[src/rle16_pkg.sv]
// shared types and constants for the 16-bit run-length word decoder
`default_nettype none

package rle16_pkg;

   localparam int WORD_W  = 16;
   localparam int INDEX_W = 14;
   localparam int COUNT_W = 15;
   localparam int LEN_W   = 32;

   // input beat
   typedef struct packed {
      logic [WORD_W-1:0] packed_word;
      logic              first_word;
   } req_type;

   // result beat
   typedef struct packed {
      logic [INDEX_W-1:0] write_index;
      logic [WORD_W-1:0]  word_value;
      logic [COUNT_W-1:0] run_count;
      logic               final_res;
   } rsp_type;

   // command kinds passed from the parser to the run writer
   typedef enum logic [1:0] {
      CMD_RESTART = 2'd0,
      CMD_CHECK   = 2'd1,
      CMD_RUN     = 2'd2
   } cmd_kind_type;

   // one queued command
   typedef struct packed {
      cmd_kind_type       kind;
      logic [WORD_W-1:0]  value;
      logic [COUNT_W-1:0] count;
      logic               len_done;
   } cmd_type;

endpackage

`default_nettype wire

[src/rle16_parser.sv]
// front end: parses the length, block headers and value words into commands
`default_nettype none

module rle16_parser (
   input  wire logic              clock,
   input  wire logic              reset,
   input  wire logic              req_valid,
   output logic                   req_ready,
   input  wire rle16_pkg::req_type req_data,
   output logic                   push_valid,
   output rle16_pkg::cmd_type     push_cmd,
   input  wire logic              queue_full
);
   import rle16_pkg::*;

   typedef enum logic [2:0] {
      PH_LEN_LO,
      PH_LEN_HI,
      PH_HEADER,
      PH_REPEAT,
      PH_LITERAL,
      PH_DONE
   } phase_type;

   phase_type          phase_ff, phase_in, phase_cur;
   logic [LEN_W-1:0]   plen_ff, plen_in, plen_cur;
   logic [LEN_W-1:0]   bytes_ff, bytes_in, bytes_cur, bytes_inc;
   logic [COUNT_W-1:0] rem_ff, rem_in, rem_cur;
   logic [LEN_W-1:0]   full_len;
   logic               accept;
   logic               reached;
   logic [WORD_W-1:0]  word;

   assign req_ready = !queue_full;
   assign accept    = req_valid && req_ready;
   assign word      = req_data.packed_word;

   // a first-word marker restarts from clean state
   always_comb begin
      phase_cur = req_data.first_word ? PH_LEN_LO : phase_ff;
      plen_cur  = req_data.first_word ? '0 : plen_ff;
      bytes_cur = req_data.first_word ? '0 : bytes_ff;
      rem_cur   = req_data.first_word ? '0 : rem_ff;
   end

   // saturating byte count for a header or value word
   always_comb begin
      if (bytes_cur > 32'hFFFF_FFFD) begin
         bytes_inc = 32'hFFFF_FFFF;
      end else begin
         bytes_inc = bytes_cur + 32'd2;
      end
      reached  = bytes_inc >= plen_cur;
      full_len = {word, plen_cur[WORD_W-1:0]};
   end

   // phase decode and command generation
   always_comb begin
      phase_in         = phase_ff;
      plen_in          = plen_ff;
      bytes_in         = bytes_ff;
      rem_in           = rem_ff;
      push_valid       = 1'b0;
      push_cmd.kind    = CMD_CHECK;
      push_cmd.value   = word;
      push_cmd.count   = rem_cur;
      push_cmd.len_done = 1'b0;
      if (accept) begin
         phase_in = phase_cur;
         plen_in  = plen_cur;
         bytes_in = bytes_cur;
         rem_in   = rem_cur;
         if (req_data.first_word) begin
            push_valid    = 1'b1;
            push_cmd.kind = CMD_RESTART;
         end
         unique case (phase_cur)
            PH_LEN_LO: begin
               plen_in  = {{(LEN_W-WORD_W){1'b0}}, word};
               phase_in = PH_LEN_HI;
            end
            PH_LEN_HI: begin
               plen_in = full_len;
               if (bytes_cur >= full_len) begin
                  phase_in = PH_DONE;
               end else begin
                  phase_in      = PH_HEADER;
                  push_valid    = 1'b1;
                  push_cmd.kind = CMD_CHECK;
               end
            end
            PH_HEADER: begin
               bytes_in = bytes_inc;
               if (word == '0) begin
                  if (reached) begin
                     phase_in = PH_DONE;
                  end else begin
                     push_valid    = 1'b1;
                     push_cmd.kind = CMD_CHECK;
                  end
               end else if (!word[WORD_W-1]) begin
                  rem_in   = word[COUNT_W-1:0];
                  phase_in = PH_REPEAT;
               end else begin
                  // literal count minus one is the bitwise inverse
                  rem_in   = ~word[COUNT_W-1:0];
                  phase_in = PH_LITERAL;
               end
            end
            PH_REPEAT: begin
               bytes_in          = bytes_inc;
               push_valid        = 1'b1;
               push_cmd.kind     = CMD_RUN;
               push_cmd.count    = rem_cur;
               push_cmd.len_done = reached;
               phase_in          = reached ? PH_DONE : PH_HEADER;
            end
            PH_LITERAL: begin
               bytes_in       = bytes_inc;
               push_valid     = 1'b1;
               push_cmd.kind  = CMD_RUN;
               push_cmd.count = COUNT_W'(1);
               if (rem_cur == '0) begin
                  push_cmd.len_done = reached;
                  phase_in          = reached ? PH_DONE : PH_HEADER;
               end else begin
                  rem_in = rem_cur - COUNT_W'(1);
               end
            end
            PH_DONE: begin
               phase_in = PH_DONE;
            end
            default: begin
               phase_in = PH_DONE;
            end
         endcase
      end
   end

   // state registers
   always_ff @(posedge clock) begin
      if (reset) begin
         phase_ff <= PH_LEN_LO;
         plen_ff  <= '0;
         bytes_ff <= '0;
         rem_ff   <= '0;
      end else begin
         phase_ff <= phase_in;
         plen_ff  <= plen_in;
         bytes_ff <= bytes_in;
         rem_ff   <= rem_in;
      end
   end

endmodule

`default_nettype wire

[src/rle16_cmd_queue.sv]
// small command queue between the parser and the run writer
`default_nettype none

module rle16_cmd_queue #(
   parameter int DEPTH = 4
) (
   input  wire logic              clock,
   input  wire logic              reset,
   input  wire logic              push_valid,
   input  wire rle16_pkg::cmd_type push_cmd,
   output logic                   full,
   output logic                   not_empty,
   output rle16_pkg::cmd_type     head_cmd,
   input  wire logic              pop
);
   import rle16_pkg::*;

   localparam int AW = (DEPTH > 1) ? $clog2(DEPTH) : 1;
   localparam int CW = $clog2(DEPTH + 1);
   localparam logic [AW-1:0] LAST = AW'(DEPTH - 1);

   cmd_type        mem_ff [DEPTH];
   logic [AW-1:0]  wr_ptr_ff, wr_ptr_in;
   logic [AW-1:0]  rd_ptr_ff, rd_ptr_in;
   logic [CW-1:0]  cnt_ff, cnt_in;
   logic           do_push, do_pop;

   assign full      = cnt_ff == CW'(DEPTH);
   assign not_empty = cnt_ff != '0;
   assign head_cmd  = mem_ff[rd_ptr_ff];
   assign do_push   = push_valid && !full;
   assign do_pop    = pop && not_empty;

   // pointer and fill count update
   always_comb begin
      wr_ptr_in = wr_ptr_ff;
      rd_ptr_in = rd_ptr_ff;
      cnt_in    = cnt_ff;
      if (do_push) begin
         wr_ptr_in = (wr_ptr_ff == LAST) ? '0 : wr_ptr_ff + AW'(1);
      end
      if (do_pop) begin
         rd_ptr_in = (rd_ptr_ff == LAST) ? '0 : rd_ptr_ff + AW'(1);
      end
      unique case ({do_push, do_pop})
         2'b10:   cnt_in = cnt_ff + CW'(1);
         2'b01:   cnt_in = cnt_ff - CW'(1);
         default: cnt_in = cnt_ff;
      endcase
   end

   always_ff @(posedge clock) begin
      if (reset) begin
         wr_ptr_ff <= '0;
         rd_ptr_ff <= '0;
         cnt_ff    <= '0;
      end else begin
         wr_ptr_ff <= wr_ptr_in;
         rd_ptr_ff <= rd_ptr_in;
         cnt_ff    <= cnt_in;
      end
   end

   // storage, no reset
   always_ff @(posedge clock) begin
      if (do_push) begin
         mem_ff[wr_ptr_ff] <= push_cmd;
      end
   end

endmodule

`default_nettype wire

[src/rle16_run_writer.sv]
// back end: clips runs at the output limit and drives the result register
`default_nettype none

module rle16_run_writer (
   input  wire logic                             clock,
   input  wire logic                             reset,
   input  wire logic [rle16_pkg::COUNT_W-1:0]    limit,
   input  wire logic                             cmd_valid,
   input  wire rle16_pkg::cmd_type               cmd,
   output logic                                  cmd_pop,
   output logic                                  rsp_valid,
   input  wire logic                             rsp_ready,
   output rle16_pkg::rsp_type                    rsp_data
);
   import rle16_pkg::*;

   logic [COUNT_W-1:0] written_ff, written_in;
   logic               stop_ff, stop_in;
   logic               rsp_valid_ff, rsp_valid_in;
   rsp_type            rsp_ff, rsp_in;
   logic               advance;
   logic [COUNT_W-1:0] avail, n, written_sum;
   logic               emit;

   assign advance   = !rsp_valid_ff || rsp_ready;
   assign cmd_pop   = cmd_valid && advance;
   assign rsp_valid = rsp_valid_ff;
   assign rsp_data  = rsp_ff;

   // room left and clipped run length
   always_comb begin
      avail       = (written_ff < limit) ? limit - written_ff : '0;
      n           = (cmd.count < avail) ? cmd.count : avail;
      written_sum = written_ff + n;
   end

   // command execution
   always_comb begin
      written_in          = written_ff;
      stop_in             = stop_ff;
      emit                = 1'b0;
      rsp_in              = rsp_ff;
      if (cmd_pop) begin
         unique case (cmd.kind)
            CMD_RESTART: begin
               written_in = '0;
               stop_in    = 1'b0;
            end
            CMD_CHECK: begin
               if (!stop_ff && written_ff >= limit) begin
                  stop_in = 1'b1;
               end
            end
            CMD_RUN: begin
               if (!stop_ff) begin
                  if (n == '0) begin
                     stop_in = 1'b1;
                  end else begin
                     emit                = 1'b1;
                     written_in          = written_sum;
                     rsp_in.write_index  = written_ff[INDEX_W-1:0];
                     rsp_in.word_value   = cmd.value;
                     rsp_in.run_count    = n;
                     rsp_in.final_res    = (written_sum >= limit) || cmd.len_done;
                     stop_in             = (written_sum >= limit) || cmd.len_done;
                  end
               end
            end
            default: begin
               stop_in = stop_ff;
            end
         endcase
      end
      if (emit) begin
         rsp_valid_in = 1'b1;
      end else if (advance) begin
         rsp_valid_in = 1'b0;
      end else begin
         rsp_valid_in = rsp_valid_ff;
      end
   end

   // control registers
   always_ff @(posedge clock) begin
      if (reset) begin
         written_ff   <= '0;
         stop_ff      <= 1'b0;
         rsp_valid_ff <= 1'b0;
      end else begin
         written_ff   <= written_in;
         stop_ff      <= stop_in;
         rsp_valid_ff <= rsp_valid_in;
      end
   end

   // result payload
   always_ff @(posedge clock) begin
      rsp_ff <= rsp_in;
   end

endmodule

`default_nettype wire

[src/rle16_word_decoder.sv]
// top level of the 16-bit run-length word decoder
// Usage:
//  - req channel: one packed 16-bit word per beat; first_word marks the
//    first word of a blob (length low half) and restarts parsing.
//  - rsp channel: one write-run command (index, value, count, final flag)
//    per value word that still fits the destination.
//  - csr channel: writes the destination limit in words; always ready.
//    Write it only while no words are in flight.
// A value word's command is written into the command queue when the word
// is accepted, then into the run writer's result register when the writer
// pops it from the queue.
// Throughput: one word per cycle while the queue is not full; the parser
// takes a word and the run writer retires a queued command each cycle.
// Reset clears the parser to expect a length low half, empties the queue,
// and sets the limit to the smaller of 16384 and OUT_WORDS.
// When the receiver stalls, the result register holds; the queue of
// QUEUE_DEPTH commands keeps accepting words until it fills, then req_ready
// drops.
`default_nettype none

module rle16_word_decoder #(
   parameter int OUT_WORDS   = 16384,
   parameter int QUEUE_DEPTH = 4
) (
   input  wire logic                          clock,
   input  wire logic                          reset,
   input  wire logic                          req_valid,
   output logic                               req_ready,
   input  wire rle16_pkg::req_type            req_data,
   output logic                               rsp_valid,
   input  wire logic                          rsp_ready,
   output rle16_pkg::rsp_type                 rsp_data,
   input  wire logic                          csr_valid,
   output logic                               csr_ready,
   input  wire logic [rle16_pkg::COUNT_W-1:0] csr_data
);
   import rle16_pkg::*;

   localparam int COUNT_MAX = (1 << COUNT_W) - 1;
   localparam logic [COUNT_W-1:0] LIMIT_CAP =
      (OUT_WORDS > COUNT_MAX) ? COUNT_W'(COUNT_MAX) : COUNT_W'(OUT_WORDS);
   localparam logic [COUNT_W-1:0] LIMIT_RESET =
      (OUT_WORDS > 16384) ? COUNT_W'(16384) : COUNT_W'(OUT_WORDS);

   logic [COUNT_W-1:0] limit_ff, limit_in;
   logic               push_valid;
   cmd_type            push_cmd;
   logic               queue_full;
   logic               queue_not_empty;
   cmd_type            head_cmd;
   logic               cmd_pop;

   assign csr_ready = 1'b1;

   // effective limit, capped by the destination size
   always_comb begin
      limit_in = limit_ff;
      if (csr_valid && csr_ready) begin
         limit_in = (csr_data > LIMIT_CAP) ? LIMIT_CAP : csr_data;
      end
   end

   always_ff @(posedge clock) begin
      if (reset) begin
         limit_ff <= LIMIT_RESET;
      end else begin
         limit_ff <= limit_in;
      end
   end

   // front end
   rle16_parser u_parser (
      .clock      (clock),
      .reset      (reset),
      .req_valid  (req_valid),
      .req_ready  (req_ready),
      .req_data   (req_data),
      .push_valid (push_valid),
      .push_cmd   (push_cmd),
      .queue_full (queue_full)
   );

   // command queue
   rle16_cmd_queue #(
      .DEPTH (QUEUE_DEPTH)
   ) u_queue (
      .clock      (clock),
      .reset      (reset),
      .push_valid (push_valid),
      .push_cmd   (push_cmd),
      .full       (queue_full),
      .not_empty  (queue_not_empty),
      .head_cmd   (head_cmd),
      .pop        (cmd_pop)
   );

   // back end
   rle16_run_writer u_writer (
      .clock     (clock),
      .reset     (reset),
      .limit     (limit_ff),
      .cmd_valid (queue_not_empty),
      .cmd       (head_cmd),
      .cmd_pop   (cmd_pop),
      .rsp_valid (rsp_valid),
      .rsp_ready (rsp_ready),
      .rsp_data  (rsp_data)
   );

`ifndef SYNTHESIS
   // a run is never empty and never exceeds the limit
   assert property (@(posedge clock) disable iff (reset)
      rsp_valid |-> (rsp_data.run_count != '0) && (rsp_data.run_count <= limit_ff))
      else $error("run count out of range");

   // a run never reaches past the limit
   assert property (@(posedge clock) disable iff (reset)
      rsp_valid |-> ({2'b00, rsp_data.write_index} + {1'b0, rsp_data.run_count})
                    <= {1'b0, limit_ff})
      else $error("run ends past the output limit");

   // no result directly after reset
   assert property (@(posedge clock) reset |=> !rsp_valid)
      else $error("result beat right after reset");
`endif

endmodule

`default_nettype wire
[config.mk]
export PLATFORM = sky130hd
export DESIGN_NAME = rle16_word_decoder
export DESIGN_NICKNAME = d
export VERILOG_FILES = /design/src/rle16_pkg.sv /design/src/rle16_parser.sv /design/src/rle16_cmd_queue.sv /design/src/rle16_run_writer.sv /design/src/rle16_word_decoder.sv
export SDC_FILE = /design/constraint.sdc
export NUM_CORES = 1
export LEC_CHECK = 0
export BUFFER_PORTS_ARGS = -buffer_cell sky130_fd_sc_hd__buf_2
export CAP_MARGIN = 20
export CORE_UTILIZATION = 35
export CTS_CLUSTER_SIZE = 12
export DETAILED_ROUTE_END_ITERATION = 10
export GPL_TIMING_DRIVEN = 1
export PLACE_DENSITY = 0.49
export SKIP_LAST_GASP = 1
export SYNTH_ARGS = -nofsm -noshare
export SYNTH_HDL_FRONTEND = slang
export SYNTH_SLANG_ARGS = --single-unit
export TNS_END_PERCENT = 1
[constraint.sdc]
create_clock -name clock -period 6.14 [get_ports clock]
set_clock_uncertainty 0.2 [all_clocks]
set_input_delay 0.921 -clock clock [delete_from_list [all_inputs] [get_ports clock]]
set_output_delay 0.921 -clock clock [all_outputs]
set_load 0.005 [all_outputs]
==> results of run 1 <==
-- routing by layer --
| metal | share of wire [%] | global-route usage (%) | vias to the layer above |
|---|---|---|---|
| met5 | 0 | 0 | - |
| li1 | - | - | 6735 |
| met3 | 3.7 | 2.79 | 77 |
| met1 | 44 | 25.5 | 6711 |
| met2 | 49 | 34.6 | 248 |
| met4 | 2.7 | 5.81 | 0 |
-- power by group --
part	switching (mW)	total, mW	internal, mW
logic	2.17	4.18	2.01
registers	0.0774	2.51	2.43
clock network	0.923	2.26	1.34
-- cells in the mapped netlist (31+ instances only) --
master,n,share of area [%]
a22oi_1,40,1.7
clkbuf_1,52,1.1
dfxtp_1,123,14
nor2_1,142,3.1
ha_1,138,10
o21ai_0,86,2.5
xnor2_1,37,1.9
edfxtp_1,182,32
a21oi_1,120,3.5
inv_1,78,1.7
nand3_1,31,0.90
mux4_2,34,4.5
nor2b_1,49,1.8
nand2_1,186,4.1
-- cells by family (layout without fill, tap and decap cells) --
logic type | Yosys count | count (layout)
compound gates | 406 | 407
xor+xnor | 68 | 68
fa+ha+maj | 141 | 141
buf+inv | 160 | 457
flops | 305 | 305
mux | 40 | 40
other cells | 1 | 1
simple gates | 560 | 561
-- area by class of cell --
cell class              instances  area (um^2)  area share (%)
clock buffers                  48          998            4.60
clock inverters                20          264            1.22
inverters                      79          297            1.37
multi-input cells            1218         9190            42.3
flip-flops and latches        305         7930            36.5
well taps                     615          769            3.54
repair buffers                310         2250            10.4
-- state kept, by name, summed over array words and instances (netlist names), named ones only --
register             flops
u_writer.rsp_valid       1
u_queue.mem_ff         136
u_queue.cnt_ff           3
u_parser.phase_ff        3
u_writer.stop_ff         1
u_queue.rd_ptr_ff        2
limit_ff                15
u_writer.written_ff     15
u_queue.wr_ptr_ff        2
u_writer.rsp_data       46
u_parser.rem_ff         15
u_parser.bytes_ff       32
u_parser.plen_ff        32
-- layout by cell type, fill, tap and decap left out, drive strengths merged, types with 17 or more instances in the layout --
| cell type | count |
|---|---|
| clkbuf | 48 |
| xnor2 | 37 |
| ha | 138 |
| a21oi | 123 |
| nor2 | 146 |
| o21ai | 95 |
| inv | 80 |
| nor3 | 29 |
| nor4 | 21 |
| nand4 | 25 |
| and2 | 17 |
| a21o | 19 |
| a211oi | 20 |
| nor2b | 50 |
| nand3 | 33 |
| a22oi | 40 |
| dfxtp | 123 |
| nand2 | 186 |
| xor2 | 31 |
| buf | 310 |
| edfxtp | 182 |
| mux4 | 34 |
-- worst max-delay path by stage --
stage	endpoint	slack [ps]	cells after the start
2_1_floorplan	u_queue.mem_ff[1][0]	-280	22
3_3_place_gp	u_writer.stop_ff	-680	33
3_5_place_dp	u_writer.stop_ff	-880	32
4_1_cts	u_writer.stop_ff	-220	35
5_1_grt	u_writer.stop_ff	-560	35
6_report	u_writer.stop_ff	-240	35
-- worst max-delay path: cells and delay by family, from the launching register on --
kind	cells	cell delay (ps)
compound gates	18	2850
flops	1	330
simple gates	8	1120
buf+inv	4	520
fa+ha+maj	4	1060
xor+xnor	1	150
-- what timing repair did --
item / 4_1_cts / 5_1_grt
setup endpoints to repair: 3 / 4
resized for setup: 72 / 43
hold buffers: 0 / 0
gates cloned: 2 / 0
pin swaps: 39 / 36
buffers inserted: 9 / 8
==> run summary, run 1 <==
Outcome = finished with violations
Failing checks = setup timing
Chip height = 224 um
Die width = 224 um
Vias in the first global route = 13.9k
Synth Net Count = 1859
Placed inst area = 19700 um^2
Gp weighted congestion = 0.840
Pins Over Slew Limit = 0
Mux cell area share after synthesis = 4.82%
Antenna diode count = 0
Row count = 80
Register bit count reported by yosys = 305
Largest net degree at the start of global routing = 89
# fillers = 4581
Critical R2R Capture = u_writer.stop_ff
Arrival @ worst endpoint = 6580 ps
Worst min path class = flip-flop to flip-flop
First-pass GRT wire length = 78000 um
CP max FO = 7
Post-synth EDFFs = 182
RSZ-0062 raised after global routing = yes
Slew margin rel. = 26.8%
Hold slack final = 255 ps
Hold Path End = u_parser.plen_ff[11]
Crit end category = flip-flop
Global Route Usage Sum = 19.9%
Drc violations = 0
Critical path origin = u_writer.written_ff[12]
Final cell count without fillers = 2595
WS Path Type = flip-flop to flip-flop
Clock-pin slew on the worst setup and hold paths = 60 ps
Launch point of the worst hold path = u_parser.plen_ff[11]
Final Hold Viols = 0
Final WL = 49400 um
Fraction of layout cells with a size suffix above 1 = 26.1%
Critical Path Source Type = flip-flop
Maximum vdd drop = 0.172 mV
Slew @ Worst Pin = 1090 ps
Via total after detailed routing = 13.8k
Initial antenna violation count = 0
Area grow syn2layout = 26.3%
Via density = 5.31
Detailed Place HPWL = 34500 um
Fin crit period = 6380 ps
Leak = 8.57 nW
Ys flop type = edfxtp_1
# IOs = 86
Post-Route Utilization = 45.2%
Post-route cell area = 21700 um^2
Gr ovfl total = 0
Post-route worst setup slack = -241 ps
Achievable Freq = 0.157 GHz
Setup slack, reg-to-reg = -240 ps
Skew-Pair Late Insertion Delay = 570 ps
WL/cell = 19.0 um
Worst r2r path cells = 35
Fraction of the mapped netlist area in adder cells = 10.4%
Synth async-reset ratio = 0%
Crit path largest cell delay = 350 ps
P per Cell Area = 412 nW/um^2
Post-synthesis sequential area ratio = 46.1%
CTS tree = yes
Post-Synth XOR/XNOR Area = 3.51%
Req. time, crit path = 6340 ps
Layout Nets = 2129
Post-synthesis compound-gate area fraction = 15.4%
Power, Total = 8.95 mW
Max clock buf depth = 3
Slowest CP cell = nor3b_4
Ys Warns = 0
Tcrit/Tclk final = 104%
# Max-Cap Violations = 0
Place WS = -877 ps
Setup TNS = -393 ps
Initial DRC count = 836
Reg2reg start = u_writer.written_ff[12]
H-Tree Depth = 2
Cells after Synth = 1681
ANT nets after route = 0
CTS Buf Count = 37
Drt first pass iters = 5
Post-synthesis cell type count = 92
Post-Syn Area = 17200 um^2
Cells after DPL = 2506
Synth Area in Simple Gates = 15.9%
Port buffer count = 84
Core Box Area = 48000 um^2
DIE AREA = 50000 um^2
Sink Count = 305
Setup violators final = 2
Hold Path Stages = 2
Largest family of logic cells by synthesized area = simple AND/OR/NAND/NOR gates
Initial Utilization = 35.8%
Avg Cell Area, Syn = 10.2 um^2
CTS Root Cell = clkbuf_16
No activity file was read; power rests on OpenSTA's default activity.
==> run 2, diff against run 1 <==
BUFFER_PORTS_ARGS = -buffer_cell sky130_fd_sc_hd__buf_4   (was -buffer_cell sky130_fd_sc_hd__buf_2)
CTS_BUF_LIST = sky130_fd_sc_hd__clkbuf_4   (was unset)
==> run 2 against run 1 <==
  * The run still ends with setup timing left
  * Global-route usage grew 0.40 points
  * Die area is the same
  * Final area grew 1.2%
  * Register-to-register slack gained 30 ps
  * Clock power shrank 9.3%
==> run summary, run 2 (synthesized netlist as in run 1, its figures left out) <==
Maximum vdd drop = 0.194 mV
Crit path largest cell delay = 340 ps
Setup violators final = 2
Seq pwr share = 28.2%
Gp weighted congestion = 0.842
Vias in the first global route = 14.3k
Req. time, crit path = 6600 ps
Initial Utilization = 35.8%
Setup slack, reg-to-reg = -210 ps
Commonest non-fill, non-tap cell in the layout = buf_4
ANT nets after route = 0
Port buffer count = 84
Detailed Place HPWL = 34600 um
Slew @ Worst Pin = 1070 ps
Final cell count without fillers = 2698
Psw = 3.24 mW
Via density = 5.25
Tcrit/Tclk final = 103%
Gr ovfl total = 0
Row count = 80
# IOs = 86
Via total after detailed routing = 14.2k
Most frequent cells in the layout = buf_4, edfxtp_1, nand2_1
Worst Path Buf+Inv = 6
Largest regs = u_queue.mem_ff (136), u_writer.rsp_data (46)
Fin crit period = 6350 ps
CTS tree = yes
Sink Count = 305
Final Hold Viols = 0
Die width = 224 um
Cells after DPL = 2499
Switch share = 36.3%
Reg with most FFs = u_queue.mem_ff
Critical Path Source Type = flip-flop
Power, Total = 8.93 mW
WS Path Type = flip-flop to flip-flop
Achievable Freq = 0.157 GHz
H-Tree Depth = 3
DIE AREA = 50000 um^2
Largest net degree at the start of global routing = 86
Layout Nets = 2186
Crit path max-delay family = compound AO/OA/AOI/OAI gates
Clock-pin slew on the worst setup and hold paths = 70 ps
Most used cell, CP = buf_4
Drc violations = 0
# Max-Cap Violations = 0
Largest register FFs = 136
Clk network pwr share = 22.9%
CP Depth = 37
Outcome = finished with violations
WL/cell = 18.7 um
Skew-Pair Late Insertion Delay = 820 ps
Worst r2r path cells = 37
RSZ-0062 raised after global routing = yes
Critical R2R Capture = u_writer.stop_ff
CTS Hold Bufs = 0
Comb pwr share = 48.9%
Global Route Usage Sum = 20.3%
Slowest CP cell = dfxtp_1
Slew margin rel. = 28.2%
Leak = 8.78 nW
Final WL = 50500 um
Pins Over Slew Limit = 0
Critical path origin = u_writer.written_ff[12]
Initial antenna violation count = 2
P per Cell Area = 407 nW/um^2
Drt first pass iters = 5
Internal power = 5.69 mW
Reg2reg start = u_writer.written_ff[12]
CTS Root Cell = clkbuf_4
Worst min path class = input port to flip-flop
Failing checks = setup timing
CP max FO = 7
Initial DRC count = 867
Post-route worst setup slack = -214 ps
Chip height = 224 um
Max clock buf depth = 3
CP endpoint = u_writer.stop_ff
Area grow syn2layout = 27.7%
CTS Buf Count = 88
Crit end category = flip-flop
First-pass GRT wire length = 78900 um
Core Box Area = 48000 um^2
Arrival @ worst endpoint = 6810 ps
Fraction of layout cells with a size suffix above 1 = 29.8%
run 2: final cells by class:
class | instances | area, um^2
timing repair buffer | 316 | 2490
sequential | 305 | 7930
clock inverter | 22 | 165
antenna | 4 | 10.0
inverter | 79 | 297
fill | 4654 | 26100
multi-input combinational | 1218 | 9250
tap | 615 | 769
clock buffer | 139 | 1040
run 2: metal layers:
metal  vias to the layer above  routed length, um  global-route usage [%]
li1                       6902                  -                       -
met2                       309              24800                    34.6
met4                         0               1570                    7.51
met3                       100               1890                    3.71
met1                      6852              22200                    25.5
met5                         -                  0                       0
run 2: worst min path at each step:
stage	start	to	slack, ps	cells past startpoint
after floorplan	u_parser.plen_ff[0]	u_parser.plen_ff[0]	230	2
after global placement	u_parser.plen_ff[0]	u_parser.plen_ff[0]	240	2
after detailed placement	u_parser.plen_ff[0]	u_parser.plen_ff[0]	250	2
after CTS	csr_data[5]	limit_ff[5]	70	3
after global routing	csr_data[7]	limit_ff[7]	80	3
final	csr_data[7]	limit_ff[7]	170	3
run 2: power by group through the flow:
stage	Clock (mW)	Combinational (mW)	Sequential [mW]
after floorplan	0	2.00	2.54
after global placement	0	3.52	2.55
after detailed placement	0	3.56	2.56
after CTS	2.12	4.01	2.52
after global routing	2.23	4.76	2.53
final	2.05	4.37	2.51
run 2: what timing repair did:
item | CTS | global route
setup endpoints to repair | 3 | 3
pin swaps | 46 | 39
gates resized for setup | 81 | 47
cloned | 2 | 0
buffers inserted | 17 | 13
endpoints found under the hold margin | 0 | 0
run 2: worst reg2reg max path: cells and delay by family (launching register included):
| kind | cells | cell delay [ps] |
|---|---|---|
| adder cells (fa/ha/maj) | 4 | 1010 |
| AO/OA/AOI/OAI | 16 | 2380 |
| flip-flops | 1 | 340 |
| AND/OR/NAND/NOR | 10 | 1310 |
| buffers and inverters | 6 | 840 |
| XOR/XNOR | 1 | 140 |
run 2: stage by stage:
step	worst slack [ps]	TNS [ps]	hold WS [ps]	area, um^2	utilization [%]
after floorplan	-280	-29320	232	17200	-
after global placement	-677	-1310	244	19800	41.3
after detailed placement	-912	-1930	248	19800	41.3
after CTS	-188	-320	73.5	21500	44.8
after global routing	-611	-1130	76.8	22000	45.7
final	-214	-363	165	22000	45.7
